## src/hdl/oqct_pkg.sv

```systemverilog
// Shared types, codes and reset values of the orientation-qualified cycle timer.
package oqct_pkg;

  localparam int WINDOW_DEPTH_DEF = 8;

  localparam int CFG_IDX_W  = 3;
  localparam int CFG_DATA_W = 12;

  localparam logic [1:0] KIND_TILT   = 2'd0;
  localparam logic [1:0] KIND_TICK   = 2'd1;
  localparam logic [1:0] KIND_BUTTON = 2'd2;

  localparam logic [1:0] BTN_FIRST  = 2'd0;
  localparam logic [1:0] BTN_BOOST  = 2'd1;
  localparam logic [1:0] BTN_SECOND = 2'd2;

  localparam logic signed [1:0] ORIENT_NONE = 2'sb00;
  localparam logic signed [1:0] ORIENT_UP   = 2'sb01;
  localparam logic signed [1:0] ORIENT_DOWN = 2'sb11;

  localparam logic [CFG_IDX_W-1:0] CFG_TILT_THRESHOLD     = 3'd0;
  localparam logic [CFG_IDX_W-1:0] CFG_TICK_PRESCALE      = 3'd1;
  localparam logic [CFG_IDX_W-1:0] CFG_FIRST_MODE_ON      = 3'd2;
  localparam logic [CFG_IDX_W-1:0] CFG_FIRST_MODE_PERIOD  = 3'd3;
  localparam logic [CFG_IDX_W-1:0] CFG_FIRST_MODE_CYCLES  = 3'd4;
  localparam logic [CFG_IDX_W-1:0] CFG_SECOND_MODE_ON     = 3'd5;
  localparam logic [CFG_IDX_W-1:0] CFG_SECOND_MODE_PERIOD = 3'd6;
  localparam logic [CFG_IDX_W-1:0] CFG_SECOND_MODE_CYCLES = 3'd7;

  localparam logic [6:0]  RST_TILT_THRESHOLD     = 7'd12;
  localparam logic [6:0]  RST_TICK_PRESCALE      = 7'd64;
  localparam logic [11:0] RST_FIRST_MODE_ON      = 12'd900;
  localparam logic [11:0] RST_FIRST_MODE_PERIOD  = 12'd2700;
  localparam logic [8:0]  RST_FIRST_MODE_CYCLES  = 9'd3;
  localparam logic [11:0] RST_SECOND_MODE_ON     = 12'd10;
  localparam logic [11:0] RST_SECOND_MODE_PERIOD = 12'd70;
  localparam logic [8:0]  RST_SECOND_MODE_CYCLES = 9'd412;

  typedef struct packed {
    logic [6:0]  tilt_threshold;
    logic [6:0]  tick_prescale;
    logic [11:0] first_mode_on;
    logic [11:0] first_mode_period;
    logic [8:0]  first_mode_cycles;
    logic [11:0] second_mode_on;
    logic [11:0] second_mode_period;
    logic [8:0]  second_mode_cycles;
  } cfg_t;

endpackage

```

## src/hdl/oqct_cfg.sv

```systemverilog
// Configuration register file.
module oqct_cfg
  import oqct_pkg::*;
(
  input  logic                  clk,
  input  logic                  rst_n,
  input  logic                  cfg_valid,
  output logic                  cfg_ready,
  input  logic [CFG_IDX_W-1:0]  cfg_index,
  input  logic [CFG_DATA_W-1:0] cfg_data,
  output cfg_t                  cfg_o
);

  cfg_t cfg_r;

  assign cfg_ready = 1'b1;
  assign cfg_o     = cfg_r;

  always_ff @(posedge clk) begin
    if (!rst_n) begin
      cfg_r.tilt_threshold     <= RST_TILT_THRESHOLD;
      cfg_r.tick_prescale      <= RST_TICK_PRESCALE;
      cfg_r.first_mode_on      <= RST_FIRST_MODE_ON;
      cfg_r.first_mode_period  <= RST_FIRST_MODE_PERIOD;
      cfg_r.first_mode_cycles  <= RST_FIRST_MODE_CYCLES;
      cfg_r.second_mode_on     <= RST_SECOND_MODE_ON;
      cfg_r.second_mode_period <= RST_SECOND_MODE_PERIOD;
      cfg_r.second_mode_cycles <= RST_SECOND_MODE_CYCLES;
    end else if (cfg_valid) begin
      unique case (cfg_index)
        CFG_TILT_THRESHOLD:     cfg_r.tilt_threshold     <= cfg_data[6:0];
        CFG_TICK_PRESCALE:      cfg_r.tick_prescale      <= cfg_data[6:0];
        CFG_FIRST_MODE_ON:      cfg_r.first_mode_on      <= cfg_data;
        CFG_FIRST_MODE_PERIOD:  cfg_r.first_mode_period  <= cfg_data;
        CFG_FIRST_MODE_CYCLES:  cfg_r.first_mode_cycles  <= cfg_data[8:0];
        CFG_SECOND_MODE_ON:     cfg_r.second_mode_on     <= cfg_data;
        CFG_SECOND_MODE_PERIOD: cfg_r.second_mode_period <= cfg_data;
        CFG_SECOND_MODE_CYCLES: cfg_r.second_mode_cycles <= cfg_data[8:0];
        default: ;
      endcase
    end
  end

endmodule

```

## src/hdl/oqct_tilt.sv

```systemverilog
// Tilt sample window and orientation decision.
module oqct_tilt
  import oqct_pkg::*;
#(
  parameter int WINDOW_DEPTH = WINDOW_DEPTH_DEF
) (
  input  logic                clk,
  input  logic                rst_n,
  input  logic                shift_en,
  input  logic signed [7:0]   sample,
  input  logic [6:0]          threshold,
  output logic signed [1:0]   orient_o
);

  logic signed [7:0] win_r   [WINDOW_DEPTH];
  logic signed [7:0] win_nxt [WINDOW_DEPTH];
  logic [WINDOW_DEPTH-1:0] up_vec;
  logic [WINDOW_DEPTH-1:0] down_vec;
  logic signed [8:0] thr_pos;
  logic signed [8:0] thr_neg;

  assign thr_pos = $signed({2'b00, threshold});
  assign thr_neg = -thr_pos;

  always_comb begin
    win_nxt[0] = sample;
    for (int i = 1; i < WINDOW_DEPTH; i++) begin
      win_nxt[i] = win_r[i-1];
    end
    for (int i = 0; i < WINDOW_DEPTH; i++) begin
      up_vec[i]   = 9'(win_nxt[i]) > thr_pos;
      down_vec[i] = 9'(win_nxt[i]) < thr_neg;
    end
  end

  always_comb begin
    if (&up_vec) begin
      orient_o = ORIENT_UP;
    end else if (&down_vec) begin
      orient_o = ORIENT_DOWN;
    end else begin
      orient_o = ORIENT_NONE;
    end
  end

  // shift in the new sample; entry order does not matter for the decision
  always_ff @(posedge clk) begin
    if (!rst_n) begin
      for (int i = 0; i < WINDOW_DEPTH; i++) begin
        win_r[i] <= '0;
      end
    end else if (shift_en) begin
      win_r <= win_nxt;
    end
  end

endmodule

```

## src/hdl/oqct_ctrl.sv

```systemverilog
// Mode, motor, prescaler and seconds control; its registers form the result beat.
module oqct_ctrl
  import oqct_pkg::*;
(
  input  logic               clk,
  input  logic               rst_n,
  input  logic               adv_i,
  input  logic [1:0]         kind_i,
  input  logic [1:0]         button_i,
  input  logic signed [1:0]  tilt_orient_i,
  input  cfg_t               cfg_i,
  output logic signed [1:0]  orientation_o,
  output logic               motor_on_o,
  output logic               valve_on_o,
  output logic               boost_led_o,
  output logic               first_mode_led_o,
  output logic               second_mode_led_o,
  output logic               heartbeat_o
);

  logic signed [1:0] orient_r, orient_nxt;
  logic              mode_r, mode_nxt;
  logic              boost_r, boost_nxt;
  logic              motor_r, motor_nxt;
  logic              valve_r, valve_nxt;
  logic [2:0]        ind_r, ind_nxt;
  logic [11:0]       secs_r, secs_nxt;
  logic [8:0]        cyc_r, cyc_nxt;
  logic [6:0]        pre_r, pre_nxt;
  logic              hb_r, hb_nxt;
  logic              start;
  logic [6:0]        pre_inc;
  logic [11:0]       secs_inc;
  logic [8:0]        cyc_dec;
  logic [11:0]       on_time;
  logic [11:0]       period;

  assign pre_inc  = pre_r + 7'd1;
  assign secs_inc = secs_r + 12'd1;
  assign cyc_dec  = cyc_r - 9'd1;
  assign on_time  = mode_r ? cfg_i.second_mode_on : cfg_i.first_mode_on;
  assign period   = mode_r ? cfg_i.second_mode_period : cfg_i.first_mode_period;

  always_comb begin
    start      = 1'b0;
    orient_nxt = orient_r;
    mode_nxt   = mode_r;
    boost_nxt  = boost_r;
    motor_nxt  = motor_r;
    valve_nxt  = valve_r;
    ind_nxt    = ind_r;
    secs_nxt   = secs_r;
    cyc_nxt    = cyc_r;
    pre_nxt    = pre_r;
    hb_nxt     = hb_r;

    case (kind_i)
      KIND_TILT: begin
        if (tilt_orient_i != orient_r) begin
          orient_nxt = tilt_orient_i;
          start      = 1'b1;
        end
      end
      KIND_TICK: begin
        if (pre_inc != cfg_i.tick_prescale) begin
          pre_nxt = pre_inc;
        end else begin
          pre_nxt = '0;
          hb_nxt  = !hb_r;
          if (cyc_r != '0) begin
            secs_nxt = secs_inc;
            if (secs_inc == on_time) begin
              motor_nxt = 1'b0;
              valve_nxt = 1'b0;
            end
            if (secs_inc == period) begin
              cyc_nxt  = cyc_dec;
              secs_nxt = '0;
              if (cyc_dec == '0) begin
                motor_nxt = 1'b0;
                valve_nxt = 1'b0;
              end else begin
                motor_nxt = 1'b1;
                valve_nxt = orient_r[1];
              end
            end
          end
        end
      end
      KIND_BUTTON: begin
        if (orient_r != ORIENT_NONE) begin
          case (button_i)
            BTN_FIRST: begin
              mode_nxt = 1'b0;
              start    = 1'b1;
            end
            BTN_BOOST: begin
              boost_nxt  = !boost_r;
              ind_nxt[1] = !boost_r;
            end
            BTN_SECOND: begin
              mode_nxt = 1'b1;
              start    = 1'b1;
            end
            default: ;
          endcase
        end
      end
      default: ;
    endcase

    // restart the selected mode, or stop motor and valve when the orientation is none
    if (start) begin
      ind_nxt = '0;
      if (orient_nxt != ORIENT_NONE) begin
        ind_nxt[1] = boost_nxt;
        if (!mode_nxt) begin
          ind_nxt[0] = 1'b1;
          cyc_nxt    = cfg_i.first_mode_cycles;
        end else begin
          ind_nxt[2] = 1'b1;
          cyc_nxt    = cfg_i.second_mode_cycles;
        end
        secs_nxt  = '0;
        motor_nxt = 1'b1;
        valve_nxt = orient_nxt[1];
      end else begin
        motor_nxt = 1'b0;
        valve_nxt = 1'b0;
      end
    end
  end

  always_ff @(posedge clk) begin
    if (!rst_n) begin
      orient_r <= ORIENT_NONE;
      mode_r   <= 1'b0;
      boost_r  <= 1'b0;
      motor_r  <= 1'b0;
      valve_r  <= 1'b0;
      ind_r    <= '0;
      secs_r   <= '0;
      cyc_r    <= '0;
      pre_r    <= '0;
      hb_r     <= 1'b0;
    end else if (adv_i) begin
      orient_r <= orient_nxt;
      mode_r   <= mode_nxt;
      boost_r  <= boost_nxt;
      motor_r  <= motor_nxt;
      valve_r  <= valve_nxt;
      ind_r    <= ind_nxt;
      secs_r   <= secs_nxt;
      cyc_r    <= cyc_nxt;
      pre_r    <= pre_nxt;
      hb_r     <= hb_nxt;
    end
  end

  assign orientation_o     = orient_r;
  assign motor_on_o        = motor_r;
  assign valve_on_o        = valve_r;
  assign boost_led_o       = ind_r[1];
  assign first_mode_led_o  = ind_r[0];
  assign second_mode_led_o = ind_r[2];
  assign heartbeat_o       = hb_r;

  a_valve_needs_motor: assert property (@(posedge clk) disable iff (!rst_n)
    valve_r |-> motor_r)
    else $error("valve driven with motor off");

  a_one_mode_led: assert property (@(posedge clk) disable iff (!rst_n)
    !(ind_r[0] && ind_r[2]))
    else $error("both mode indicators lit");

  a_orient_code: assert property (@(posedge clk) disable iff (!rst_n)
    orient_r != 2'sb10)
    else $error("invalid orientation code");

  a_hold_when_stalled: assert property (@(posedge clk) disable iff (!rst_n)
    !adv_i |=> ($stable(hb_r) && $stable(pre_r) && $stable(orient_r)))
    else $error("state moved without a beat");

endmodule

```

## src/hdl/orientation_qualified_cycle_timer_unit.sv

```systemverilog
// An input beat is held in the input register and then updates the control state.
// Throughput: one item per cycle unless out_ready stalls; an empty input register
// accepts while a result waits. The result register is the control state, updated
// once per item. Reset (rst_n low, synchronous) clears the window, state and
// valid flags and loads the configuration reset values.
module orientation_qualified_cycle_timer_unit
  import oqct_pkg::*;
#(
  parameter int WINDOW_DEPTH = WINDOW_DEPTH_DEF
) (
  input  logic                  clk,
  input  logic                  rst_n,
  input  logic                  in_valid,
  output logic                  in_ready,
  input  logic [1:0]            in_kind,
  input  logic signed [7:0]     in_tilt_sample,
  input  logic [1:0]            in_button,
  output logic                  out_valid,
  input  logic                  out_ready,
  output logic signed [1:0]     out_orientation,
  output logic                  out_motor_on,
  output logic                  out_valve_on,
  output logic                  out_boost_led,
  output logic                  out_first_mode_led,
  output logic                  out_second_mode_led,
  output logic                  out_heartbeat,
  input  logic                  cfg_valid,
  output logic                  cfg_ready,
  input  logic [CFG_IDX_W-1:0]  cfg_index,
  input  logic [CFG_DATA_W-1:0] cfg_data
);

  logic              s1_valid_r;
  logic [1:0]        s1_kind_r;
  logic signed [7:0] s1_sample_r;
  logic [1:0]        s1_button_r;
  logic              out_valid_r;
  logic              adv;
  logic signed [1:0] tilt_orient;
  cfg_t              cfg;

  assign adv       = s1_valid_r && (!out_valid_r || out_ready);
  assign in_ready  = !s1_valid_r || adv;
  assign out_valid = out_valid_r;

  always_ff @(posedge clk) begin
    if (!rst_n) begin
      s1_valid_r  <= 1'b0;
      out_valid_r <= 1'b0;
    end else begin
      if (in_ready) begin
        s1_valid_r <= in_valid;
      end
      if (adv) begin
        out_valid_r <= 1'b1;
      end else if (out_ready) begin
        out_valid_r <= 1'b0;
      end
    end
  end

  always_ff @(posedge clk) begin
    if (in_valid && in_ready) begin
      s1_kind_r   <= in_kind;
      s1_sample_r <= in_tilt_sample;
      s1_button_r <= in_button;
    end
  end

  oqct_cfg u_cfg (
    .clk       (clk),
    .rst_n     (rst_n),
    .cfg_valid (cfg_valid),
    .cfg_ready (cfg_ready),
    .cfg_index (cfg_index),
    .cfg_data  (cfg_data),
    .cfg_o     (cfg)
  );

  oqct_tilt #(
    .WINDOW_DEPTH (WINDOW_DEPTH)
  ) u_tilt (
    .clk       (clk),
    .rst_n     (rst_n),
    .shift_en  (adv && (s1_kind_r == KIND_TILT)),
    .sample    (s1_sample_r),
    .threshold (cfg.tilt_threshold),
    .orient_o  (tilt_orient)
  );

  oqct_ctrl u_ctrl (
    .clk               (clk),
    .rst_n             (rst_n),
    .adv_i             (adv),
    .kind_i            (s1_kind_r),
    .button_i          (s1_button_r),
    .tilt_orient_i     (tilt_orient),
    .cfg_i             (cfg),
    .orientation_o     (out_orientation),
    .motor_on_o        (out_motor_on),
    .valve_on_o        (out_valve_on),
    .boost_led_o       (out_boost_led),
    .first_mode_led_o  (out_first_mode_led),
    .second_mode_led_o (out_second_mode_led),
    .heartbeat_o       (out_heartbeat)
  );

endmodule
```

## config.mk

```make
export PLATFORM = sky130hd
export DESIGN_NAME = orientation_qualified_cycle_timer_unit
export DESIGN_NICKNAME = d
export VERILOG_FILES = /design/src/hdl/oqct_pkg.sv /design/src/hdl/oqct_cfg.sv /design/src/hdl/oqct_tilt.sv /design/src/hdl/oqct_ctrl.sv /design/src/hdl/orientation_qualified_cycle_timer_unit.sv
export SDC_FILE = /design/constraint.sdc
export NUM_CORES = 1
export LEC_CHECK = 0
export ABC_CLOCK_PERIOD_IN_PS = 5500
export BUFFER_PORTS_ARGS = -buffer_cell sky130_fd_sc_hd__buf_2
export CAP_MARGIN = 0
export CELL_PAD_IN_SITES_DETAIL_PLACEMENT = 1
export CELL_PAD_IN_SITES_GLOBAL_PLACEMENT = 1
export CORE_ASPECT_RATIO = 1.4
export CORE_MARGIN = 8
export CORE_UTILIZATION = 46
export CTS_CLUSTER_SIZE = 14
export DETAILED_ROUTE_END_ITERATION = 8
export GPL_TIMING_DRIVEN = 0
export PLACE_DENSITY = 0.88
export RECOVER_POWER = 25
export SKIP_CTS_REPAIR_TIMING = 1
export SYNTH_ARGS = -nofsm -noshare
export SYNTH_HDL_FRONTEND = slang
export SYNTH_HIERARCHICAL = 1
export SYNTH_SLANG_ARGS = --single-unit
```

## constraint.sdc

```tcl
create_clock -name clk -period 5.5 [get_ports clk]
set_input_delay 0.55 -clock clk [delete_from_list [all_inputs] [get_ports clk]]
set_output_delay 0.55 -clock clk [all_outputs]
set_load 0.005 [all_outputs]
```

==> flow_metrics.env, run 1 <==
export IMPL_max_stage_delay_ns=0.58
export IMPL_worst_setup_path_type="flip-flop to flip-flop"
export IMPL_layout_nets=1486
export IMPL_syn_cell_area_sq_um=12000
export IMPL_routedWlPerCell_um=23.1
export IMPL_layout_commonest_cell="mux2i_1"
export IMPL_num_fill_cells=2990
export IMPL_p_per_area_nw_per_um2=222
export IMPL_p_switching_w=0.000785
export IMPL_sw_frac_of_total_pct=26.4
export IMPL_start_kind="flip-flop"
export IMPL_htreeDepth=4
export IMPL_pwr_share_seq_pct=47.7
export IMPL_cts_root_buf="clkbuf_16"
export IMPL_yosysSeqAreaShare_pct=32.3
export IMPL_multi_input_area_sq_um=7750
export IMPL_maxCapViolCount=1
export IMPL_path_max_fanout=10
export IMPL_internal_power_w=0.00219
export IMPL_rows=70
export IMPL_clockBufferDepth=2
export IMPL_violations="capacitance limit, slew limit"
export IMPL_syn_to_final_growth_pct=11.4
export IMPL_whs_path_depth=1
export IMPL_cts_tree="done"
export IMPL_synth_top_cell_by_area="dfxtp_1"
export IMPL_hold_class="input port to flip-flop"
export IMPL_ys_seq_elements=188
export IMPL_finClkSkew_ns=0.0122
export IMPL_gp_congestion=0.898
export IMPL_cts_sinks=188
export IMPL_synthTopCellsByArea="dfxtp_1 29%, mux2i_1 15%, ha_1 11%"
export IMPL_regArea_sq_um=3890
export IMPL_fin_total_pwr_w=0.00297
export IMPL_fin_crit_sh_pct=98.1
export IMPL_num_io_pins=43
export IMPL_placedCellCount=1649
export IMPL_worst_r2r_path_depth=21
export IMPL_cp_slowest_cell="a2111oi_2"
export IMPL_slew_viol_final=13
export IMPL_syn_inst=1284
export IMPL_leakage_nw=5.33
export IMPL_arrival_ns=5.74
export IMPL_final_cell_mix="175 x mux2i_1, 174 x dfxtp_1, 128 x nand2_1"
export IMPL_num_vias=10300
export IMPL_die_area_sq_um=31600
export IMPL_synth_edff_count=12
export IMPL_antenna_found_initial=0
export IMPL_syn_nets=1417
export IMPL_drt_first_pass_iters=5
export IMPL_relSlewSlack_pct=-60.9
export IMPL_insertion_delay_ns=0.45
export IMPL_critPathCaptureType="flip-flop"
export IMPL_grt_pass1_vias=11200
export IMPL_vias_per_cell=6.12
export IMPL_ys_flop_type="dfxtp_1"
export IMPL_diodes=0
export IMPL_drtAntennaViolNets=0
export IMPL_port_buffers=41
export IMPL_final_setup_viol_count=0
export IMPL_drc_errors=0
export IMPL_synth_cell_types=92
export IMPL_status="finished with violations"
export IMPL_synth_top_area_share_pct=29.3
export IMPL_crit_required_ns=5.85
export IMPL_cts_buffers=17
export IMPL_core_area_sq_um=25900
export IMPL_p_comb_share_pct=9.6
export IMPL_grt_overflow_total=0
export IMPL_hpwlAfterDp_um=28500
export IMPL_clkPwrFrac_pct=42.7
export IMPL_fin_crit_ns=5.39
export IMPL_grt_util_all_layers_pct=23.9
export IMPL_final_setup_tns_ns=0
export IMPL_floorplan_initialDensity_pct=46.4
export IMPL_path_clk_slew_ns=0.08
export IMPL_finalHoldViolCount=0
export IMPL_ir_drop_mv=0.243
export IMPL_fp_dieW_um=153
export IMPL_stdcell_count=1690
export IMPL_worst_pin_slew_ns=2.39
export IMPL_fmax_mhz=185
export IMPL_routed_wl_um=39000
export IMPL_grt_pass1_wl_um=60000
export IMPL_path_cells="clkinvlp_4, ha_2, inv_1, ha_1, nand3b_1, a21boi_0, a2111oi_2, nor4_1, nor4_1, o221ai_1, nor4b_2, or2_1, nor2_1, o21ai_0, a31oi_1, nor2_2, buf_2, nand2_1, o21ai_0, a31oi_1, o21a_1"
export IMPL_fp_dieH_um=207
export IMPL_avgSynthCellArea_sq_um=9.36
export IMPL_grt_max_degree=18
export IMPL_synth_async_sr_flop_share_pct=0
export IMPL_drive_gt1_share_pct=10.2
export IMPL_yosys_warnings=6
export IMPL_drt_iter0_drc=534
## worst max-delay path, delay by kind of cell, from the launching register on
kind,cells,cell delay (ns)
flops,1,0.45
buf+inv,3,0.81
compound gates,8,1.70
simple gates,8,1.73
fa+ha+maj,2,0.60
## flip-flops by register name, indices dropped and copies added, names as in the netlist
signal / flops
u_ctrl/cyc_r: 9
out_valid: 1
s1_button_r: 2
s1_sample_r: 8
u_ctrl/boost_r: 1
u_ctrl/pre_r: 7
u_ctrl/secs_r: 12
u_ctrl/heartbeat_o: 1
u_tilt/win_nxt: 56
s1_kind_r: 2
u_cfg/cfg_o: 80
u_ctrl/valve_on_o: 1
u_ctrl/ind_r: 3
u_ctrl/mode_r: 1
s1_valid_r: 1
u_ctrl/motor_on_o: 1
u_ctrl/orientation_o: 2
## logic make-up after synthesis
group                    synth area share [%]
AND/OR/NAND/NOR                          20.7
AO/OA/AOI/OAI                            12.5
flip-flops                               32.3
multiplexers                             14.9
buffers and inverters                    3.93
adder cells (fa/ha/maj)                  11.0
XOR/XNOR                                 4.59
other                                  0.0312
## synth_stat cells (6+ instances only)
cell / number
o211ai_1: 7
inv_1: 35
a21boi_0: 13
mux2i_1: 175
buf_2: 18
nand2_1: 128
xnor3_1: 7
o22ai_1: 8
and2_1: 11
o31a_1: 6
o21ai_0: 29
xor2_1: 16
nor2_1: 30
nor2b_1: 119
edfxtp_1: 12
nand3_1: 22
and3_1: 8
nor3_1: 17
clkbuf_1: 48
maj3_1: 6
xnor2_1: 29
ha_1: 101
and4_1: 9
nand3b_1: 11
a22o_1: 7
nand4_1: 15
a22oi_1: 6
dfxtp_1: 176
or3_1: 10
o21a_1: 34
a21oi_1: 41
or4_1: 6
## power by group through the flow
stage	clock network, W	registers, W	logic (W)
floorplan	0	0.00144	0.000181
global placement	0	0.00145	0.000258
detailed placement	0	0.00145	0.000270
CTS	0.00129	0.00142	0.000275
global route	0.00134	0.00142	0.000301
finish	0.00127	0.00142	0.000284
## metrics by stage
step	cell area (sq um)	setup slack, ns	util, %	hold slack [ns]
detailed placement	12600	-1.36	48.8	0.454
global placement	12600	-1.10	48.7	0.441
finish	13400	0.107	51.7	0.275
CTS	13200	-1.39	51.0	0.255
floorplan	12000	0.864	-	0.431
global route	13400	-0.0864	51.7	0.258
## layout make-up
type / instances / share of cell area [%]
Sequential cell: 188 / 29.0
Clock inverter: 12 / 0.925
Inverter: 35 / 1.07
Multi-Input combinational cell: 987 / 57.9
Buffer: 72 / 2.50
Timing Repair Buffer: 52 / 2.07
Clock buffer: 20 / 3.49
Tap cell: 324 / 3.03
## path summary, 6_finish.rpt
path | end | from | slack (ns)
worst min-delay path | s1_sample_r[0]$_DFFE_PP_ | in_tilt_sample[0] | 0.27
worst max register to register | u_ctrl/cyc_r[1]$_SDFFE_PN0P_ | u_cfg/cfg_o[74]$_SDFFE_PN0P_ | 0.11
worst min register to register | u_cfg/cfg_o[16]$_SDFFE_PN0P_ | u_cfg/cfg_o[16]$_SDFFE_PN0P_ | 0.46
worst max-delay path | u_ctrl/cyc_r[1]$_SDFFE_PN0P_ | u_cfg/cfg_o[74]$_SDFFE_PN0P_ | 0.11
## layer usage
metal	up-vias	track usage, %	wire, um
met1	5106	23.0	14000
met2	310	45.7	21000
met4	0	16.5	2560
li1	4764	-	-
met3	160	3.71	1360
met5	-	0	0
No activity file was read; power rests on OpenSTA's default activity.
==> run 2, diff against run 1 <==
CELL_PAD_IN_SITES_GLOBAL_PLACEMENT = 2   (was 1)
CORE_UTILIZATION = 41   (was 46)
PLACE_DENSITY = 0.94   (was 0.88)
==> flow_metrics.env, run 2 (synthesized netlist as in run 1, its figures left out) <==
export IMPL_vias_per_cell=5.66
export IMPL_p_switching_w=0.000757
export IMPL_sw_frac_of_total_pct=25.2
export IMPL_grt_max_degree=17
export IMPL_postPlaceCellArea_sq_um=12700
export IMPL_path_max_fanout=16
export IMPL_fin_crit_ns=5.17
export IMPL_largest_reg_flops=80
export IMPL_num_vias=9889
export IMPL_insertion_delay_ns=0.45
export IMPL_routedWlPerCell_um=20.6
export IMPL_layout_setup_ws_ns=0.330
export IMPL_drc_errors=0
export IMPL_cts_root_buf="clkbuf_16"
export IMPL_num_io_pins=43
export IMPL_drive_gt1_share_pct=10.5
export IMPL_antenna_found_initial=0
export IMPL_core_area_sq_um=29100
export IMPL_path_clk_slew_ns=0.07
export IMPL_hold_class="input port to flip-flop"
export IMPL_pwr_share_seq_pct=47.1
export IMPL_slew_viol_final=0
export IMPL_p_comb_share_pct=9.2
export IMPL_start_kind="flip-flop"
export IMPL_routed_wl_um=36000
export IMPL_die_area_sq_um=35100
export IMPL_worst_pin_slew_ns=0.957
export IMPL_finClkSkew_ns=0.00772
export IMPL_drt_first_pass_iters=5
export IMPL_gp_congestion=0.835
export IMPL_hpwlAfterDp_um=28000
export IMPL_cts_sinks=188
export IMPL_final_setup_viol_count=0
export IMPL_grt_overflow_total=0
export IMPL_diodes=0
export IMPL_finalHoldViolCount=0
export IMPL_port_buffers=41
export IMPL_grt_pass1_wl_um=57700
export IMPL_num_fill_cells=3345
export IMPL_final_cell_mix="175 x mux2i_1, 174 x dfxtp_1, 128 x nand2_1"
export IMPL_clkPwrFrac_pct=43.7
export IMPL_fin_crit_sh_pct=94.0
export IMPL_floorplan_initialDensity_pct=41.4
export IMPL_stdcell_count=1748
export IMPL_layout_nets=1488
export IMPL_fin_area_sq_um=13500
export IMPL_cts_tree="done"
export IMPL_arrival_ns=5.51
export IMPL_internal_power_w=0.00225
export IMPL_relSlewSlack_pct=36.2
export IMPL_grt_pass1_vias=10800
export IMPL_placedCellCount=1705
export IMPL_p_per_area_nw_per_um2=223
export IMPL_drtAntennaViolNets=0
export IMPL_worst_setup_path_type="flip-flop to flip-flop"
export IMPL_critPathCaptureType="flip-flop"
export IMPL_post_place_ws_ns=-1.07
export IMPL_layout_commonest_cell="mux2i_1"
export IMPL_crit_required_ns=5.84
export IMPL_maxCapViolCount=0
export IMPL_fmax_mhz=193
export IMPL_syn_to_final_growth_pct=12.3
export IMPL_grt_util_all_layers_pct=20.6
export IMPL_status="finished, final reports clean"
export IMPL_fp_dieH_um=219
export IMPL_ir_drop_mv=0.193
export IMPL_rows=74
export IMPL_htreeDepth=4
export IMPL_hold_slack_ns=0.276
export IMPL_drt_iter0_drc=324
export IMPL_cts_buffers=17
export IMPL_leakage_nw=5.33
export IMPL_fp_dieW_um=161
export IMPL_clockBufferDepth=2
==> run 2: layout make-up <==
class	instances	area, sq um	area share (%)
multi-input combinational	987	7750	57.4
sequential	188	3890	28.8
clock buffer	19	453	3.36
timing repair buffer	53	285	2.11
tap	380	475	3.52
inverter	35	146	1.08
clock inverter	13	163	1.21
buffer	73	333	2.47
==> run 2: worst paths after layout <==
path,startpoint,end,slack (ns),depth (start not counted)
min reg2reg,u_cfg/cfg_o[6]$_SDFFE_PN0P_,u_cfg/cfg_o[6]$_SDFFE_PN0P_,0.46,2
min,in_tilt_sample[6],s1_sample_r[6]$_DFFE_PP_,0.28,1
max,u_cfg/cfg_o[73]$_SDFFE_PN0P_,u_ctrl/cyc_r[1]$_SDFFE_PN0P_,0.33,22
max reg2reg,u_cfg/cfg_o[73]$_SDFFE_PN0P_,u_ctrl/cyc_r[1]$_SDFFE_PN0P_,0.33,22
==> run 2: metal layers <==
layer	track usage [%]	share of wire (%)	vias to the layer above
met5	0	0	-
met4	11.0	4.6	0
met3	3.43	2.4	83
met2	39.7	54	149
met1	20.8	39	4886
li1	-	-	4771
==> run 2: worst max-delay path: stages (launching register included) <==
cell and delay, ns:
dfxtp_4 0.42, inv_1 0.08, ha_2 0.28, nand3_1 0.20, xnor2_4 0.36, ha_2 0.31, or4b_2 0.61, o2111ai_2 0.29
o31a_1 0.19, a211o_1 0.10, a21oi_1 0.06, o221ai_1 0.24, nor4b_2 0.10, or2_4 0.29, and3_1 0.17, o21ai_0 0.17
a31oi_1 0.16, nor2_2 0.15, clkbuf_4 0.23, nand2_1 0.18, o21ai_0 0.26, a31oi_1 0.06, o21a_1 0.13
==> run 2: stage by stage <==
step	power (W)	TNS, ns	util [%]
finish	0.00301	0	46.4
floorplan	0.00162	0	-
CTS	0.00303	-23.19	45.8
global route	0.00312	-0.00792	46.4
detailed placement	0.00172	-21.28	43.7
global placement	0.00171	-19.12	43.7
==> run 2: power by group through the flow <==
stage / Combinational [W] / Sequential, W / Clock, W
2_1_floorplan: 0.000181 / 0.00144 / 0
3_3_place_gp: 0.000260 / 0.00145 / 0
3_5_place_dp: 0.000269 / 0.00145 / 0
4_1_cts: 0.000272 / 0.00142 / 0.00134
5_1_grt: 0.000299 / 0.00142 / 0.00140
6_report: 0.000276 / 0.00142 / 0.00132
==> run 3, diff against run 2 <==
CELL_PAD_IN_SITES_DETAIL_PLACEMENT = 0   (was 1)
CELL_PAD_IN_SITES_GLOBAL_PLACEMENT = 1   (was 2)
CORE_UTILIZATION = 46   (was 41)
CTS_CLUSTER_SIZE = 30   (was 14)
PLACE_DENSITY = 0.88   (was 0.94)
SLEW_MARGIN = 20   (was default)
==> flow_metrics.env, run 3 (synthesized netlist as in run 1, its figures left out) <==
export IMPL_final_setup_viol_count=0
export IMPL_layout_commonest_cell="mux2i_1"
export IMPL_final_core_util_pct=51.6
export IMPL_syn_to_final_growth_pct=11.3
export IMPL_sw_frac_of_total_pct=25.2
export IMPL_routed_wl_um=32800
export IMPL_worstHoldStart="in_tilt_sample[5]"
export IMPL_crit_required_ns=5.85
export IMPL_drt_iter0_drc=456
export IMPL_rsz0062_at_grt="no"
export IMPL_grt_pass1_vias=9762
export IMPL_num_vias=9743
export IMPL_reg2reg_to="u_ctrl/cyc_r[1]$_SDFFE_PN0P_"
export IMPL_layout_nets=1485
export IMPL_slew_viol_final=0
export IMPL_start_kind="flip-flop"
export IMPL_worst_setup_path_type="flip-flop to flip-flop"
export IMPL_hold_class="input port to flip-flop"
export IMPL_num_io_pins=43
export IMPL_vias_per_cell=5.77
export IMPL_crit_reg2reg_launch="u_cfg/cfg_o[76]$_SDFFE_PN1P_"
export IMPL_worst_pin_slew_ns=0.909
export IMPL_htreeDepth=4
export IMPL_cts_sinks=188
export IMPL_drtAntennaViolNets=0
export IMPL_fin_crit_sh_pct=95.4
export IMPL_cts_tree="done"
export IMPL_insertion_delay_ns=0.44
export IMPL_grt_max_degree=18
export IMPL_rows=70
export IMPL_fin_area_sq_um=13400
export IMPL_fin_crit_ns=5.25
export IMPL_grt_overflow_total=0
export IMPL_worst_r2r_path_depth=21
export IMPL_pwr_share_seq_pct=47.2
export IMPL_diodes=0
export IMPL_fmax_mhz=191
export IMPL_maxCapViolCount=0
export IMPL_clkPwrFrac_pct=43.8
export IMPL_whs_path_depth=1
export IMPL_finalHoldViolCount=0
export IMPL_p_per_area_nw_per_um2=224
export IMPL_antenna_found_initial=0
export IMPL_ir_drop_mv=0.220
export IMPL_gp_congestion=0.898
export IMPL_internal_power_w=0.00225
export IMPL_drive_gt1_share_pct=9.82
export IMPL_drc_errors=0
export IMPL_drt_first_pass_iters=5
export IMPL_hpwlAfterDp_um=25200
export IMPL_p_comb_share_pct=9.0
export IMPL_port_buffers=41
export IMPL_core_area_sq_um=25900
export IMPL_clockBufferDepth=2
export IMPL_path_clk_slew_ns=0.08
export IMPL_fp_dieH_um=207
export IMPL_stdcell_count=1689
export IMPL_fp_dieW_um=153
export IMPL_status="finished, final reports clean"
export IMPL_final_setup_tns_ns=0
export IMPL_grt_pass1_wl_um=52100
export IMPL_leakage_nw=5.34
export IMPL_relSlewSlack_pct=38.8
export IMPL_grt_util_all_layers_pct=20.6
export IMPL_finClkSkew_ns=0.0122
export IMPL_die_area_sq_um=31600
export IMPL_critPathCaptureType="flip-flop"
export IMPL_min_to="s1_sample_r[5]$_DFFE_PP_"
export IMPL_placedCellCount=1650
export IMPL_postPlaceCellArea_sq_um=12600
export IMPL_floorplan_initialDensity_pct=46.4
export IMPL_cts_buffers=17
export IMPL_arrival_ns=5.60
export IMPL_cts_root_buf="clkbuf_16"
export IMPL_r2r_setup_slack_ns=0.25
export IMPL_final_cell_mix="175 x mux2i_1, 174 x dfxtp_1, 128 x nand2_1"
export IMPL_path_max_fanout=10
export IMPL_largest_reg_flops=80
export IMPL_routedWlPerCell_um=19.4
export IMPL_p_switching_w=0.000755
-- run 3: cell count changes in the layout (fill, tap and decap cells not counted), sizes merged --
| cell | delta |
|---|---|
| clkbuf | +1 |
| bufinv | -1 |
| buf | -2 |
| clkinv | -3 |
| clkinvlp | -5 |
| inv | +7 |
-- run 3: critical path, stage by stage, from the launching register on --
cell       delay [ns]
dfxtp_1          0.38
inv_1            0.37
nand3_1          0.28
xnor2_4          0.31
ha_1             0.26
or4b_2           0.59
o2111ai_1        0.20
o31a_1           0.17
a211o_1          0.15
a21oi_1          0.07
o221ai_1         0.24
nor4b_2          0.11
or2_1            0.31
and3_1           0.18
o21ai_0          0.16
a31oi_1          0.12
nor2_1           0.31
buf_2            0.29
nand2_1          0.21
o21ai_0          0.22
a31oi_1          0.07
o21a_1           0.13
-- run 3: power groups by stage --
stage / clock network, W / logic [W] / registers [W]
floorplan: 0 / 0.000181 / 0.00144
global placement: 0 / 0.000258 / 0.00145
detailed placement: 0 / 0.000263 / 0.00145
CTS: 0.00134 / 0.000265 / 0.00142
global route: 0.00140 / 0.000290 / 0.00142
finish: 0.00131 / 0.000269 / 0.00142
-- run 3: per-layer routing --
layer  GRT usage [%]  wire length [um]  share of wire, %
met5               0                 0                 0
met4            10.6              1380               4.2
met3            3.06               981               3.0
met2            38.7             17200                53
met1            21.7             13100                40
-- run 3: how the worst max path moves through the flow --
stage | startpoint | end | slack [ns] | cells after the start
global route | u_cfg/cfg_o[76]$_SDFFE_PN1P_ | u_ctrl/cyc_r[1]$_SDFFE_PN0P_ | 0.007 | 21
global placement | u_cfg/cfg_o[73]$_SDFFE_PN0P_ | u_ctrl/secs_r[5]$_SDFFE_PN0P_ | -1.10 | 19
CTS | u_cfg/cfg_o[73]$_SDFFE_PN0P_ | u_ctrl/secs_r[4]$_SDFFE_PN0P_ | -1.21 | 19
detailed placement | u_cfg/cfg_o[73]$_SDFFE_PN0P_ | u_ctrl/secs_r[4]$_SDFFE_PN0P_ | -1.17 | 19
floorplan | u_cfg/cfg_o[74]$_SDFFE_PN0P_ | u_ctrl/cyc_r[4]$_SDFFE_PN0P_ | 0.86 | 20
finish | u_cfg/cfg_o[76]$_SDFFE_PN1P_ | u_ctrl/cyc_r[1]$_SDFFE_PN0P_ | 0.25 | 21
-- run 3: final cells by class --
type / count / area (sq um)
flip-flops and latches: 188 / 3890
clock inverters: 11 / 141
well taps: 324 / 405
clock buffers: 21 / 482
inverters: 35 / 139
repair buffers: 50 / 260
multi-input cells: 987 / 7730
fillers: 2426 / 12500
plain buffers: 73 / 339
-- run 3: stage by stage --
| stage | power (W) | hold WS [ns] | setup slack [ns] |
|---|---|---|---|
| after floorplan | 0.00162 | 0.431 | 0.864 |
| after CTS | 0.00302 | 0.260 | -1.21 |
| after detailed placement | 0.00171 | 0.450 | -1.17 |
| after global placement | 0.00171 | 0.441 | -1.10 |
| final | 0.00300 | 0.278 | 0.251 |
| after global routing | 0.00311 | 0.255 | 0.00702 |
